File: src/sv/swdq_pkg.sv
// Shared types and constants for the sorted wake-up delay queue.
// No dependencies; the RTL files that use it refer to it by scoped names, the testbench imports it.
package swdq_pkg;

  // Default number of queue entries.
  localparam int QUEUE_DEPTH = 32;

  // Field widths.
  localparam int TIME_W  = 32;
  localparam int TID_W   = 8;
  localparam int ENTRY_W = TIME_W + TID_W;

  // Request types.
  localparam logic [1:0] REQ_TICK  = 2'd0;
  localparam logic [1:0] REQ_QUERY = 2'd1;
  localparam logic [1:0] REQ_DELAY = 2'd2;

  // Result kinds.
  localparam logic [1:0] KIND_TIME   = 2'd0;
  localparam logic [1:0] KIND_ACCEPT = 2'd1;
  localparam logic [1:0] KIND_REJECT = 2'd2;
  localparam logic [1:0] KIND_WAKE   = 2'd3;

  // Compare unit operating modes.
  localparam logic CMP_INSERT = 1'b0;  // new wake time < stored wake time
  localparam logic CMP_TICK   = 1'b1;  // stored wake time < current time

endpackage

File: src/sv/swdq_if.sv
// Request and result channel interfaces (valid/ready plus payload).
// Depends on swdq_pkg for field widths.
interface swdq_in_if;
  logic                         valid;
  logic                         ready;
  logic [1:0]                   req_type;
  logic [swdq_pkg::TID_W-1:0]   task_id;
  logic [swdq_pkg::TIME_W-1:0]  wake_time;

  modport source (output valid, req_type, task_id, wake_time, input ready);
  modport sink   (input valid, req_type, task_id, wake_time, output ready);
endinterface

interface swdq_out_if;
  logic                         valid;
  logic                         ready;
  logic [1:0]                   kind;
  logic [swdq_pkg::TID_W-1:0]   task_id_res;
  logic [swdq_pkg::TIME_W-1:0]  ticks;
  logic                         last;

  modport source (output valid, kind, task_id_res, ticks, last, input ready);
  modport sink   (input valid, kind, task_id_res, ticks, last, output ready);
endinterface

File: src/sv/swdq_ram.sv
// Generic simple dual-port RAM: one write port, one read port with
// registered, enabled read data. No dependencies.
module swdq_ram #(
  parameter int WIDTH = 8,
  parameter int DEPTH = 32
) (
  input  logic                     clk,
  input  logic                     we,
  input  logic [$clog2(DEPTH)-1:0] waddr,
  input  logic [WIDTH-1:0]         wdata,
  input  logic                     re,
  input  logic [$clog2(DEPTH)-1:0] raddr,
  output logic [WIDTH-1:0]         rdata
);

  logic [WIDTH-1:0] mem_r [DEPTH];
  logic [WIDTH-1:0] rdata_r;

  // Write port
  always_ff @(posedge clk) begin
    if (we) begin
      mem_r[waddr] <= wdata;
    end
  end

  // Read port, data held until the next read
  always_ff @(posedge clk) begin
    if (re) begin
      rdata_r <= mem_r[raddr];
    end
  end

  assign rdata = rdata_r;

endmodule

File: src/sv/swdq_cmp.sv
// Shared wake-time comparator used by both the insert scan and tick release.
// Depends on swdq_pkg for widths and mode codes.
module swdq_cmp (
  input  logic                        cmp_sel,
  input  logic [swdq_pkg::TIME_W-1:0] rd_wake,
  input  logic [swdq_pkg::TIME_W-1:0] req_wake,
  input  logic [swdq_pkg::TIME_W-1:0] cur_time,
  output logic                        hit
);

  logic [swdq_pkg::TIME_W-1:0] op_a;
  logic [swdq_pkg::TIME_W-1:0] op_b;

  // Operand select: one unsigned less-than serves both uses
  always_comb begin
    unique case (cmp_sel)
      swdq_pkg::CMP_TICK: begin
        op_a = rd_wake;
        op_b = cur_time;
      end
      default: begin
        op_a = req_wake;
        op_b = rd_wake;
      end
    endcase
  end

  assign hit = (op_a < op_b);

endmodule

File: src/sv/sorted_wakeup_delay_queue.sv
// Sorted wake-up delay queue: tick counter plus a wake-time ordered ring in RAM.
// Requests are taken only in idle: a query or reject goes straight to the reply; a delay shifts up
// each entry that wakes later than the new one; a tick releases every due head entry.
// Reset (rst_n low, synchronous): count, head pointer and tick counter clear;
// queue RAM is not cleared and needs no clearing pass. One request at a time.
module sorted_wakeup_delay_queue #(
  parameter int QUEUE_DEPTH = swdq_pkg::QUEUE_DEPTH
) (
  input  logic        clk,
  input  logic        rst_n,
  swdq_in_if.sink     in_ch,
  swdq_out_if.source  out_ch
);

  localparam int IDX_W = $clog2(QUEUE_DEPTH);
  localparam int CNT_W = $clog2(QUEUE_DEPTH + 1);
  localparam int TW    = swdq_pkg::TIME_W;
  localparam int IW    = swdq_pkg::TID_W;
  localparam int EW    = swdq_pkg::ENTRY_W;

  // Sequencer states
  localparam logic [2:0] S_IDLE    = 3'd0;
  localparam logic [2:0] S_RESP    = 3'd1;
  localparam logic [2:0] S_INS_RD  = 3'd2;
  localparam logic [2:0] S_INS_CMP = 3'd3;
  localparam logic [2:0] S_TK_RD   = 3'd4;
  localparam logic [2:0] S_TK_CMP  = 3'd5;
  localparam logic [2:0] S_TK_FIN  = 3'd6;

  // Ring slot of queue position off, relative to head
  function automatic logic [IDX_W-1:0] slot_of(input logic [IDX_W-1:0] head,
                                               input logic [CNT_W-1:0] off);
    logic [CNT_W:0] s;
    s = (CNT_W+1)'(head) + (CNT_W+1)'(off);
    if (s >= (CNT_W+1)'(QUEUE_DEPTH)) begin
      s = s - (CNT_W+1)'(QUEUE_DEPTH);
    end
    return s[IDX_W-1:0];
  endfunction

  logic [2:0]       state_r, state_nxt;
  logic [TW-1:0]    time_r, time_nxt;
  logic [IDX_W-1:0] head_r, head_nxt;
  logic [CNT_W-1:0] cnt_r, cnt_nxt;
  logic [CNT_W-1:0] pos_r, pos_nxt;
  logic [IW-1:0]    req_tid_r, req_tid_nxt;
  logic [TW-1:0]    req_wake_r, req_wake_nxt;
  logic [1:0]       res_kind_r, res_kind_nxt;
  logic [IW-1:0]    res_tid_r, res_tid_nxt;
  logic             pend_v_r, pend_v_nxt;
  logic [IW-1:0]    pend_tid_r, pend_tid_nxt;
  logic [TW-1:0]    pend_wake_r, pend_wake_nxt;

  logic             out_valid_r;
  logic [1:0]       out_kind_r;
  logic [IW-1:0]    out_tid_r;
  logic [TW-1:0]    out_ticks_r;
  logic             out_last_r;

  logic             ld_out;
  logic [1:0]       ld_kind;
  logic [IW-1:0]    ld_tid;
  logic [TW-1:0]    ld_ticks;
  logic             ld_last;
  logic             out_free;

  logic             ram_we, ram_re;
  logic [IDX_W-1:0] ram_waddr, ram_raddr;
  logic [EW-1:0]    ram_wdata, ram_rdata;
  logic [TW-1:0]    rd_wake;
  logic [IW-1:0]    rd_tid;

  logic             cmp_sel;
  logic             cmp_hit;

  assign rd_wake = ram_rdata[EW-1:IW];
  assign rd_tid  = ram_rdata[IW-1:0];

  // Queue storage
  swdq_ram #(
    .WIDTH (EW),
    .DEPTH (QUEUE_DEPTH)
  ) u_ram (
    .clk   (clk),
    .we    (ram_we),
    .waddr (ram_waddr),
    .wdata (ram_wdata),
    .re    (ram_re),
    .raddr (ram_raddr),
    .rdata (ram_rdata)
  );

  // Shared comparator
  assign cmp_sel = (state_r == S_TK_CMP) ? swdq_pkg::CMP_TICK : swdq_pkg::CMP_INSERT;

  swdq_cmp u_cmp (
    .cmp_sel  (cmp_sel),
    .rd_wake  (rd_wake),
    .req_wake (req_wake_r),
    .cur_time (time_r),
    .hit      (cmp_hit)
  );

  assign in_ch.ready = (state_r == S_IDLE);
  assign out_free    = !out_valid_r || out_ch.ready;

  // Sequencer
  always_comb begin
    state_nxt     = state_r;
    time_nxt      = time_r;
    head_nxt      = head_r;
    cnt_nxt       = cnt_r;
    pos_nxt       = pos_r;
    req_tid_nxt   = req_tid_r;
    req_wake_nxt  = req_wake_r;
    res_kind_nxt  = res_kind_r;
    res_tid_nxt   = res_tid_r;
    pend_v_nxt    = pend_v_r;
    pend_tid_nxt  = pend_tid_r;
    pend_wake_nxt = pend_wake_r;
    ld_out        = 1'b0;
    ld_kind       = swdq_pkg::KIND_WAKE;
    ld_tid        = pend_tid_r;
    ld_ticks      = pend_wake_r;
    ld_last       = 1'b0;
    ram_we        = 1'b0;
    ram_re        = 1'b0;
    ram_waddr     = slot_of(head_r, pos_r);
    ram_wdata     = {req_wake_r, req_tid_r};
    ram_raddr     = head_r;

    unique case (state_r)
      S_IDLE: begin
        if (in_ch.valid) begin
          unique case (in_ch.req_type)
            swdq_pkg::REQ_TICK: begin
              time_nxt  = time_r + TW'(1);
              state_nxt = S_TK_RD;
            end
            swdq_pkg::REQ_QUERY: begin
              res_kind_nxt = swdq_pkg::KIND_TIME;
              res_tid_nxt  = '0;
              state_nxt    = S_RESP;
            end
            swdq_pkg::REQ_DELAY: begin
              req_tid_nxt  = in_ch.task_id;
              req_wake_nxt = in_ch.wake_time;
              res_tid_nxt  = in_ch.task_id;
              if (cnt_r == CNT_W'(QUEUE_DEPTH)) begin
                res_kind_nxt = swdq_pkg::KIND_REJECT;
                state_nxt    = S_RESP;
              end else begin
                pos_nxt   = cnt_r;
                state_nxt = S_INS_RD;
              end
            end
            default: begin
              // unused request type: dropped
            end
          endcase
        end
      end

      S_RESP: begin
        if (out_free) begin
          ld_out    = 1'b1;
          ld_kind   = res_kind_r;
          ld_tid    = res_tid_r;
          ld_ticks  = time_r;
          ld_last   = 1'b1;
          state_nxt = S_IDLE;
        end
      end

      // Scan back from the tail, moving later entries up one slot
      S_INS_RD: begin
        if (pos_r == '0) begin
          ram_we       = 1'b1;
          cnt_nxt      = cnt_r + CNT_W'(1);
          res_kind_nxt = swdq_pkg::KIND_ACCEPT;
          state_nxt    = S_RESP;
        end else begin
          ram_re    = 1'b1;
          ram_raddr = slot_of(head_r, pos_r - CNT_W'(1));
          state_nxt = S_INS_CMP;
        end
      end

      S_INS_CMP: begin
        ram_we = 1'b1;
        if (cmp_hit) begin
          ram_wdata = ram_rdata;
          pos_nxt   = pos_r - CNT_W'(1);
          state_nxt = S_INS_RD;
        end else begin
          cnt_nxt      = cnt_r + CNT_W'(1);
          res_kind_nxt = swdq_pkg::KIND_ACCEPT;
          state_nxt    = S_RESP;
        end
      end

      // Release due head entries; one held back to learn whether it is last
      S_TK_RD: begin
        if (cnt_r == '0) begin
          state_nxt = pend_v_r ? S_TK_FIN : S_IDLE;
        end else begin
          ram_re    = 1'b1;
          ram_raddr = head_r;
          state_nxt = S_TK_CMP;
        end
      end

      S_TK_CMP: begin
        if (cmp_hit) begin
          if (!pend_v_r || out_free) begin
            ld_out        = pend_v_r;
            pend_v_nxt    = 1'b1;
            pend_tid_nxt  = rd_tid;
            pend_wake_nxt = rd_wake;
            head_nxt      = (head_r == IDX_W'(QUEUE_DEPTH - 1)) ? '0
                                                                 : head_r + IDX_W'(1);
            cnt_nxt       = cnt_r - CNT_W'(1);
            state_nxt     = S_TK_RD;
          end
        end else begin
          state_nxt = pend_v_r ? S_TK_FIN : S_IDLE;
        end
      end

      S_TK_FIN: begin
        if (out_free) begin
          ld_out     = 1'b1;
          ld_last    = 1'b1;
          pend_v_nxt = 1'b0;
          state_nxt  = S_IDLE;
        end
      end

      default: begin
        state_nxt = S_IDLE;
      end
    endcase
  end

  // Control registers
  always_ff @(posedge clk) begin
    if (!rst_n) begin
      state_r  <= S_IDLE;
      time_r   <= '0;
      head_r   <= '0;
      cnt_r    <= '0;
      pend_v_r <= 1'b0;
    end else begin
      state_r  <= state_nxt;
      time_r   <= time_nxt;
      head_r   <= head_nxt;
      cnt_r    <= cnt_nxt;
      pend_v_r <= pend_v_nxt;
    end
  end

  // Payload registers
  always_ff @(posedge clk) begin
    pos_r       <= pos_nxt;
    req_tid_r   <= req_tid_nxt;
    req_wake_r  <= req_wake_nxt;
    res_kind_r  <= res_kind_nxt;
    res_tid_r   <= res_tid_nxt;
    pend_tid_r  <= pend_tid_nxt;
    pend_wake_r <= pend_wake_nxt;
  end

  // Output register
  always_ff @(posedge clk) begin
    if (!rst_n) begin
      out_valid_r <= 1'b0;
    end else if (ld_out) begin
      out_valid_r <= 1'b1;
    end else if (out_ch.ready) begin
      out_valid_r <= 1'b0;
    end
  end

  always_ff @(posedge clk) begin
    if (ld_out) begin
      out_kind_r  <= ld_kind;
      out_tid_r   <= ld_tid;
      out_ticks_r <= ld_ticks;
      out_last_r  <= ld_last;
    end
  end

  assign out_ch.valid       = out_valid_r;
  assign out_ch.kind        = out_kind_r;
  assign out_ch.task_id_res = out_tid_r;
  assign out_ch.ticks       = out_ticks_r;
  assign out_ch.last        = out_last_r;

endmodule

File: src/flat_wrapper.sv
// flat-port wrapper written by rule: the top's interface ports become plain ports
module sorted_wakeup_delay_queue_flat 
#(
  parameter int QUEUE_DEPTH = swdq_pkg::QUEUE_DEPTH
)
  (clk, rst_n, in_ch_valid, in_ch_req_type, in_ch_task_id, in_ch_wake_time, in_ch_ready, out_ch_valid, out_ch_kind, out_ch_task_id_res, out_ch_ticks, out_ch_last, out_ch_ready);
  swdq_in_if in_ch_i ();
  swdq_out_if out_ch_i ();
  input  logic clk;
  input  logic rst_n;
  input wire logic [$bits(in_ch_i.valid)-1:0] in_ch_valid;
  input wire logic [$bits(in_ch_i.req_type)-1:0] in_ch_req_type;
  input wire logic [$bits(in_ch_i.task_id)-1:0] in_ch_task_id;
  input wire logic [$bits(in_ch_i.wake_time)-1:0] in_ch_wake_time;
  output wire logic [$bits(in_ch_i.ready)-1:0] in_ch_ready;
  output wire logic [$bits(out_ch_i.valid)-1:0] out_ch_valid;
  output wire logic [$bits(out_ch_i.kind)-1:0] out_ch_kind;
  output wire logic [$bits(out_ch_i.task_id_res)-1:0] out_ch_task_id_res;
  output wire logic [$bits(out_ch_i.ticks)-1:0] out_ch_ticks;
  output wire logic [$bits(out_ch_i.last)-1:0] out_ch_last;
  input wire logic [$bits(out_ch_i.ready)-1:0] out_ch_ready;
  assign in_ch_i.valid = in_ch_valid;
  assign in_ch_i.req_type = in_ch_req_type;
  assign in_ch_i.task_id = in_ch_task_id;
  assign in_ch_i.wake_time = in_ch_wake_time;
  assign in_ch_ready = in_ch_i.ready;
  assign out_ch_valid = out_ch_i.valid;
  assign out_ch_kind = out_ch_i.kind;
  assign out_ch_task_id_res = out_ch_i.task_id_res;
  assign out_ch_ticks = out_ch_i.ticks;
  assign out_ch_last = out_ch_i.last;
  assign out_ch_i.ready = out_ch_ready;
  sorted_wakeup_delay_queue #(.QUEUE_DEPTH(QUEUE_DEPTH)) u_core (.clk(clk), .rst_n(rst_n), .in_ch(in_ch_i), .out_ch(out_ch_i));
endmodule
File: config.mk
export PLATFORM = sky130hd
export DESIGN_NAME = sorted_wakeup_delay_queue_flat
export DESIGN_NICKNAME = d
export VERILOG_FILES = /design/src/sv/swdq_pkg.sv /design/src/sv/swdq_if.sv /design/src/sv/swdq_ram.sv /design/src/sv/swdq_cmp.sv /design/src/sv/sorted_wakeup_delay_queue.sv /design/src/flat_wrapper.sv
export SDC_FILE = /design/constraint.sdc
export NUM_CORES = 2
export LEC_CHECK = 0
export ABC_CLOCK_PERIOD_IN_PS = 7950
export BUFFER_PORTS_ARGS = -buffer_cell sky130_fd_sc_hd__buf_2
export CAP_MARGIN = 20
export CELL_PAD_IN_SITES_DETAIL_PLACEMENT = 1
export CELL_PAD_IN_SITES_GLOBAL_PLACEMENT = 1
export CORE_MARGIN = 2
export CORE_UTILIZATION = 35
export DETAILED_ROUTE_END_ITERATION = 12
export HOLD_SLACK_MARGIN = 0.1
export MAX_ROUTING_LAYER = met4
export PLACE_DENSITY = 0.59
export SETUP_SLACK_MARGIN = 0.15
export SLEW_MARGIN = 10
export SYNTH_ARGS = -nofsm -noshare
export SYNTH_HDL_FRONTEND = slang
export SYNTH_SLANG_ARGS = --single-unit
File: constraint.sdc
create_clock -name clk -period 7.95 [get_ports clk]
set_clock_uncertainty 0.1 [all_clocks]
set_input_delay 0.795 -clock clk [delete_from_list [all_inputs] [get_ports clk]]
set_output_delay 0.795 -clock clk [all_outputs]
set_load 0.01 [all_outputs]
After elaboration in Yosys (flattened, before gate mapping)
Memories as Yosys holds them, arrays and structs flattened. A register that Yosys moved wholly into a read port is not among the register bits.
Cells that the tools add are included.

storage, ports and cells
  bits in writable memories = 1280
  output and inout port bits = 45
  memories kept = 1
  logic and storage cells = 138
  flip-flop bits (word level) = 187
  input port bits = 46

memories
  memory              depth  bits a word  rd ports  clocked after Yosys merged registers in  wr ports  RTL line        RTL
  u_core.u_ram.mem_r  32     40           1         1                                        1         swdq_ram.sv:16  logic [WIDTH-1:0] mem_r [DEPTH];

cells by class
  multiplexer cells = 59
  equal/unequal tests = 24
  $lt $le $gt $ge = 3
  reduce and logical (&&, ||, !) cells = 25
  $add $sub $neg = 9

operators with widths
  kind                                                                                 number
  32-bit 2-to-1 mux                                                                    4
  40-bit 2-to-1 mux                                                                    2
  6-bit 2-to-1 mux                                                                     8
  32-bit by 1-bit adder with 32-bit output, second input constant                      1
  32-bit less-than comparator                                                          1
  5-bit 2-to-1 mux                                                                     5
  3-bit 2-to-1 mux                                                                     6
  3-bit one-hot mux with 6 select lines                                                1
  6-bit one-hot mux with 3 select lines                                                1
  8-bit 2-to-1 mux                                                                     2
  8-bit one-hot mux with 2 select lines                                                1
  5-bit by 6-bit adder with 7-bit output                                               2
  7-bit by 6-bit greater-or-equal comparator with 1-bit output, second input constant  2
  1-bit 2-to-1 mux                                                                     14
  2-bit 2-to-1 mux                                                                     7
  6-bit zero test                                                                      2
  2-bit by 1-bit inequality test with 1-bit output, second input constant              6
  6-bit one-hot mux with 2 select lines                                                1
  3-bit AND reduction                                                                  4
  6-bit by 1-bit subtractor with 6-bit output, second input constant                   2
  5-bit AND reduction                                                                  2
  5-bit by 1-bit subtractor with 5-bit output, second input constant                   2
  3-bit == test, second input constant                                                 3
  3-bit one-hot mux with 3 select lines                                                1
  26 further kinds                                                                     40

Depth between registers and ports, before layout
  word-level depth = 7
  mapped depth = 17

Cells and area by module
A second synthesis with hierarchy kept.

second synthesis, totals
  cells, all modules = 3599
  area, all modules = 60742.0 µm²

by module, submodules not included
  module                     instances  cells each  area an instance (µm²)
  swdq_ram                   1          2813        50965.1
  sorted_wakeup_delay_queue  1          635         8418.1
  swdq_cmp                   1          151         1358.8

Worst setup path after synthesis
OpenSTA, ideal clock, no wires.

  path kind = reg-to-reg
  from = reg u_core.state_r[1]
  to = reg u_core.head_r[3]
  path slack = 3.549 ns
  arrival = 4.183 ns
  buffers on the path = 4
  library setup time = 0.118 ns
  cell stages (with the launch flop) = 16
  path through = dfxtp_1 nand3b_1 buf_4 clkbuf_1 clkbuf_1 a21oi_1 ha_1 a211oi_1 o21ai_0 o221a_2 nor3_1 nand2_1 a211oi_1 buf_2 o21ai_0 a32o_1

on the way
  longest elaborated chain between the ends = 5

ends and longest elaborated chain
  element                                   RTL line                                                           RTL
  from (decl)                               sorted_wakeup_delay_queue.sv:41                                    logic [2:0] state_r, state_nxt;
  from (signal assigned)                    sorted_wakeup_delay_queue.sv:254                                   state_r <= state_nxt;
  3-bit == test (*)                         sorted_wakeup_delay_queue.sv:94, sorted_wakeup_delay_queue.sv:132
  1-bit 2-to-1 mux                          sorted_wakeup_delay_queue.sv:94                                    assign cmp_sel = (state_r == S_TK_CMP) ? swdq_pkg::CMP_TICK : swdq_pkg::CMP_INSERT;
  32-bit 2-to-1 mux                         swdq_cmp.sv:16                                                     unique case (cmp_sel)
  32-bit less-than comparator               swdq_cmp.sv:28                                                     assign hit = (op_a < op_b);
  3-bit AND reduction (no source line) (*)  --
  to (signal assigned)                      sorted_wakeup_delay_queue.sv:256                                   head_r <= head_nxt;
  to (decl)                                 sorted_wakeup_delay_queue.sv:43                                    logic [IDX_W-1:0] head_r, head_nxt;

Mark *: on every way between the ends. The rest lies on a longest branch, timed or not.
A chain may end at the register's enable or synchronous reset.

Worst setup path in the final report
  from = reg u_core.state_r[1]
  to = mem u_core.u_ram.mem_r[4][31] (netlist bit) (data pin)

on the way
  longest elaborated chain between the ends = 6

ends and longest elaborated chain
  element                         RTL line                          RTL
  3-bit == test                   sorted_wakeup_delay_queue.sv:94
  1-bit 2-to-1 mux                sorted_wakeup_delay_queue.sv:94
  32-bit 2-to-1 mux               swdq_cmp.sv:16
  32-bit less-than comparator     swdq_cmp.sv:28
  40-bit 2-to-1 mux               sorted_wakeup_delay_queue.sv:191  if (cmp_hit) begin
  40-bit 2-to-1 mux (*)           sorted_wakeup_delay_queue.sv:132  unique case (state_r)
  named net u_core.ram_wdata[31]  sorted_wakeup_delay_queue.sv:69   logic [EW-1:0] ram_wdata, ram_rdata;
  to (decl)                       swdq_ram.sv:16

Mark *: on every way through the listed nets, which the timed path passes. The rest lies on a longest branch.

==> results.json <==
{
  "fp.dieArea_um2": 175000,
  "final_util_pct": 40.3,
  "hold_path.class": "input port to flop",
  "core_area_um2": 170000,
  "cts_setup_buffers": 0,
  "synth_edf_count": 1459,
  "die_h_um": 418,
  "clock-root-buffer": "clkbuf_16",
  "critPathKind": "flop to flop",
  "numPortBuffers": 90,
  "start_kind": "flop",
  "finalCriticalPeriod_ns": 6.11,
  "initial_utilization_pct": 35.3,
  "avgSynthCellArea_um2": 13.9,
  "yosysWarnings": 0,
  "synth_compound_area_share_pct": 4.81,
  "syn_inst": 4322,
  "ys_dominant_reg_cell": "edfxtp_1",
  "globalplace.congestion": 0.813,
  "ys_ff_latch": 1507,
  "clock_path_buffers": 3,
  "drc_errors": 0,
  "grt_pass1_wl_um": 279000,
  "p_per_area_nw_per_um2": 276,
  "drv_cap": 0,
  "status": "completed",
  "synth_cell_types": 64,
  "ioPinCount": 91,
  "tns_ns": 0,
  "vias": 37726,
  "worstMarginPinSlew_ns": 1.14,
  "nFillCells": 17180,
  "setup_viol_count_final": 0,
  "drt_iter0_markers": 4088,
  "ant_nets": 0,
  "cp.required_ns": 8.30,
  "routed_wl_um": 199000,
  "grt_setup_unrepaired": "false",
  "viasPerCell": 5.56,
  "final-hold-violation-count": 0,
  "ys_seq_area_share_pct": 74.6,
  "dpl.hpwl_um": 104000,
  "synth_fp_nets": 4421,
  "clk_pin_slew_ns": 0.07,
  "routedWlPerCell_um": 29.4,
  "drive_above_1_share_pct": 11.5,
  "p_leak_nw": 23.3,
  "wl_met2_um": 96300,
  "htreeDepth": 4,
  "min_path_cells": 1,
  "yosys.area_share.xor_xnor_pct": 0.672,
  "cp.arrival_ns": 6.45,
  "fmax_ghz": 0.164,
  "area_delta_synth_final_pct": 14.1,
  "grt-ovfl-total": 0,
  "synth_top_family_by_area": "simple AND/OR/NAND/NOR gates",
  "synth-adder-area-share_pct": 1.14,
  "maxSlewHeadroom_pct": 24.1,
  "cts_tree": "built",
  "cts_made_buffers": 153,
  "drt_pass1_iterations": 7,
  "die_w_um": 418,
  "wl_met1_um": 83700,
  "grt.total_usage_pct": 23.2,
  "synthSimpleGateAreaFrac_pct": 12.9,
  "worst_ir_drop_vdd_mv": 0.180,
  "r2r_slack_ns": 1.84,
  "antenna_found_initial": 13,
  "clk_latency_ns": 0.80,
  "worst_r2r_path_depth": 12,
  "post-route-period-util_pct": 76.8,
  "cp_max_fo": 69,
  "drv_slew": 0,
  "routed-wl-met3_um": 12700,
  "rows": 151,
  "nets": 4540,
  "synth.mux.area_fraction_pct": 3.95,
  "cp-end-kind": "flop",
  "cts.sinks": 1507,
  "top_layer": "met4",
  "syn_area_um2": 60000,
  "grt_pass1_vias": 37680,
  "grt_start_max_net_pins": 165,
  "async_flop_share_pct": 0
}
state kept, by name, indices dropped and copies added (netlist names):
register	count
u_core.u_ram.mem_r	1280
u_core.u_ram.rdata	40
u_core.out_ch.ticks	32
u_core.pend_wake_r	32
u_core.req_wake_r	32
u_core.time_r	32
u_core.out_ch.task_id_res	8
u_core.pend_tid_r	8
u_core.req_tid_r	8
u_core.res_tid_r	8
u_core.cnt_r	6
u_core.pos_r	6
u_core.head_r	5
u_core.state_r	3
u_core.out_ch.kind	2
u_core.res_kind_r	2
u_core.out_ch.last	1
u_core.out_ch.valid	1
u_core.pend_v_r	1
layout make-up:
cell class	count	area (µm²)	area share, %
Inverter	23	86.3	0.126
Clock buffer	191	4100	5.99
Sequential cell	1507	44800	65.4
Tap cell	2218	2780	4.05
Timing Repair Buffer	211	1610	2.36
Antenna cell	1	2.50	0.00366
Multi-Input combinational cell	2545	14500	21.1
Clock inverter	87	647	0.945
worst paths after layout:
| path | start | endpoint |
|---|---|---|
| worst max register to register | u_core.state_r[1]$_SDFFE_PN0P_ | u_core.u_ram.mem_r[4][31]$_DFFE_PP_ |
| worst min-delay path | in_ch_wake_time[27] | u_core.req_wake_r[27]$_DFFE_PP_ |
| worst max-delay path | u_core.state_r[1]$_SDFFE_PN0P_ | u_core.u_ram.mem_r[4][31]$_DFFE_PP_ |
| worst min register to register | u_core.u_ram.rdata[0]$_DFFE_PP_ | u_core.pend_tid_r[0]$_DFFE_PP_ |
synthesized netlist by cell type (3+ instances only):
| master | instances | share of area (%) |
|---|---|---|
| nand2_1 | 1190 | 7.4 |
| edfxtp_1 | 1459 | 73 |
| a211oi_1 | 5 | 0.063 |
| and3_1 | 10 | 0.10 |
| xor2_1 | 24 | 0.35 |
| inv_1 | 20 | 0.13 |
| xnor2_1 | 22 | 0.32 |
| or2_2 | 4 | 0.042 |
| buf_4 | 8 | 0.10 |
| a21o_1 | 7 | 0.088 |
| nand3b_1 | 3 | 0.038 |
| or3_1 | 9 | 0.094 |
| nor3_1 | 4 | 0.033 |
| a2111oi_0 | 35 | 0.51 |
| dfxtp_1 | 48 | 1.6 |
| nand2b_1 | 3 | 0.031 |
| nand4_1 | 53 | 0.55 |
| ha_1 | 50 | 1.0 |
| buf_1 | 7 | 0.044 |
| and2_1 | 9 | 0.094 |
| a2111oi_1 | 5 | 0.083 |
| and4_1 | 3 | 0.044 |
| fa_1 | 3 | 0.10 |
| a21oi_1 | 36 | 0.30 |
| clkbuf_1 | 147 | 0.92 |
| nor2b_1 | 4 | 0.042 |
| nand3_1 | 426 | 3.6 |
| mux2i_1 | 148 | 2.5 |
| o21ai_0 | 35 | 0.29 |
| buf_2 | 85 | 0.71 |
| a31oi_1 | 125 | 1.3 |
| mux2_2 | 78 | 1.5 |
| a32oi_1 | 120 | 1.8 |
| o31ai_1 | 5 | 0.063 |
| nor2_1 | 91 | 0.57 |
| o21a_1 | 5 | 0.063 |
where the power goes:
part	total [mW]	switching [mW]	internal (mW)	leakage (nW)
Sequential	9.25	0.212	9.03	13.5
Combinational	2.66	1.92	0.738	7.48
Clock	6.99	3.07	3.92	2.33
Total	18.9	5.20	13.7	23.3
worst max-delay path, stage by stage (launching register included):
cell	delay [ns]
dfxtp_1	0.48
nand3b_1	0.21
buf_4	0.73
a21oi_1	0.18
ha_1	0.36
a211oi_1	0.23
o21ai_0	0.11
o221a_2	0.29
nor3_1	0.86
nand3_1	0.37
nor2_4	0.72
buf_12	0.38
mux2_2	0.61
metrics by stage:
| step | cell area [µm²] | hold WS (ns) | setup slack [ns] | power [mW] | std cells |
|---|---|---|---|---|---|
| global route | 68400 | 0.118 | 1.56 | 19.5 | 6783 |
| CTS | 68400 | 0.109 | 1.86 | 19.0 | 6781 |
| floorplan | 60000 | 0.320 | 3.55 | 10.9 | 4322 |
| finish | 68400 | 0.166 | 1.84 | 18.9 | 6783 |
| global placement | 63300 | 0.356 | 1.94 | 12.0 | 6466 |
| detailed placement | 63300 | 0.364 | 1.88 | 12.0 | 6469 |
cells by family after synthesis:
family | Yosys count
AOI/OAI and AO/OA | 396
muxes | 227
xor gates and xnor gates | 46
DFF | 1507
and+or+nand+nor | 1823
adders and majority gates | 53
buffers and inverters | 270
per-layer routing:
layer,vias to the layer above,track usage (%)
met2,1382,37.4
li1,16358,-
met1,19670,30.0
met5,-,-
met4,0,7.91
met3,316,3.36
cell usage in the layout, fill, tap and decap left out, types with 50 or more instances in the layout:
cell / Yosys / layout
mux2i_1: 148 / 147
buf_2: 85 / 90
clkbuf_16: 0 / 159
nor2_1: 91 / 58
nand2_1: 1190 / 1187
nand3_1: 426 / 425
ha_1: 50 / 50
a32oi_1: 120 / 120
edfxtp_1: 1459 / 1459
buf_4: 8 / 73
a31oi_1: 125 / 125
mux2_2: 78 / 78
nand4_1: 53 / 53
what timing repair did:
item	in CTS	in global routing
hold endpoints to repair	34	0
hold buffers	34	0
resized for setup	0	0
Note: power is estimated with default switching activity, not from simulation.
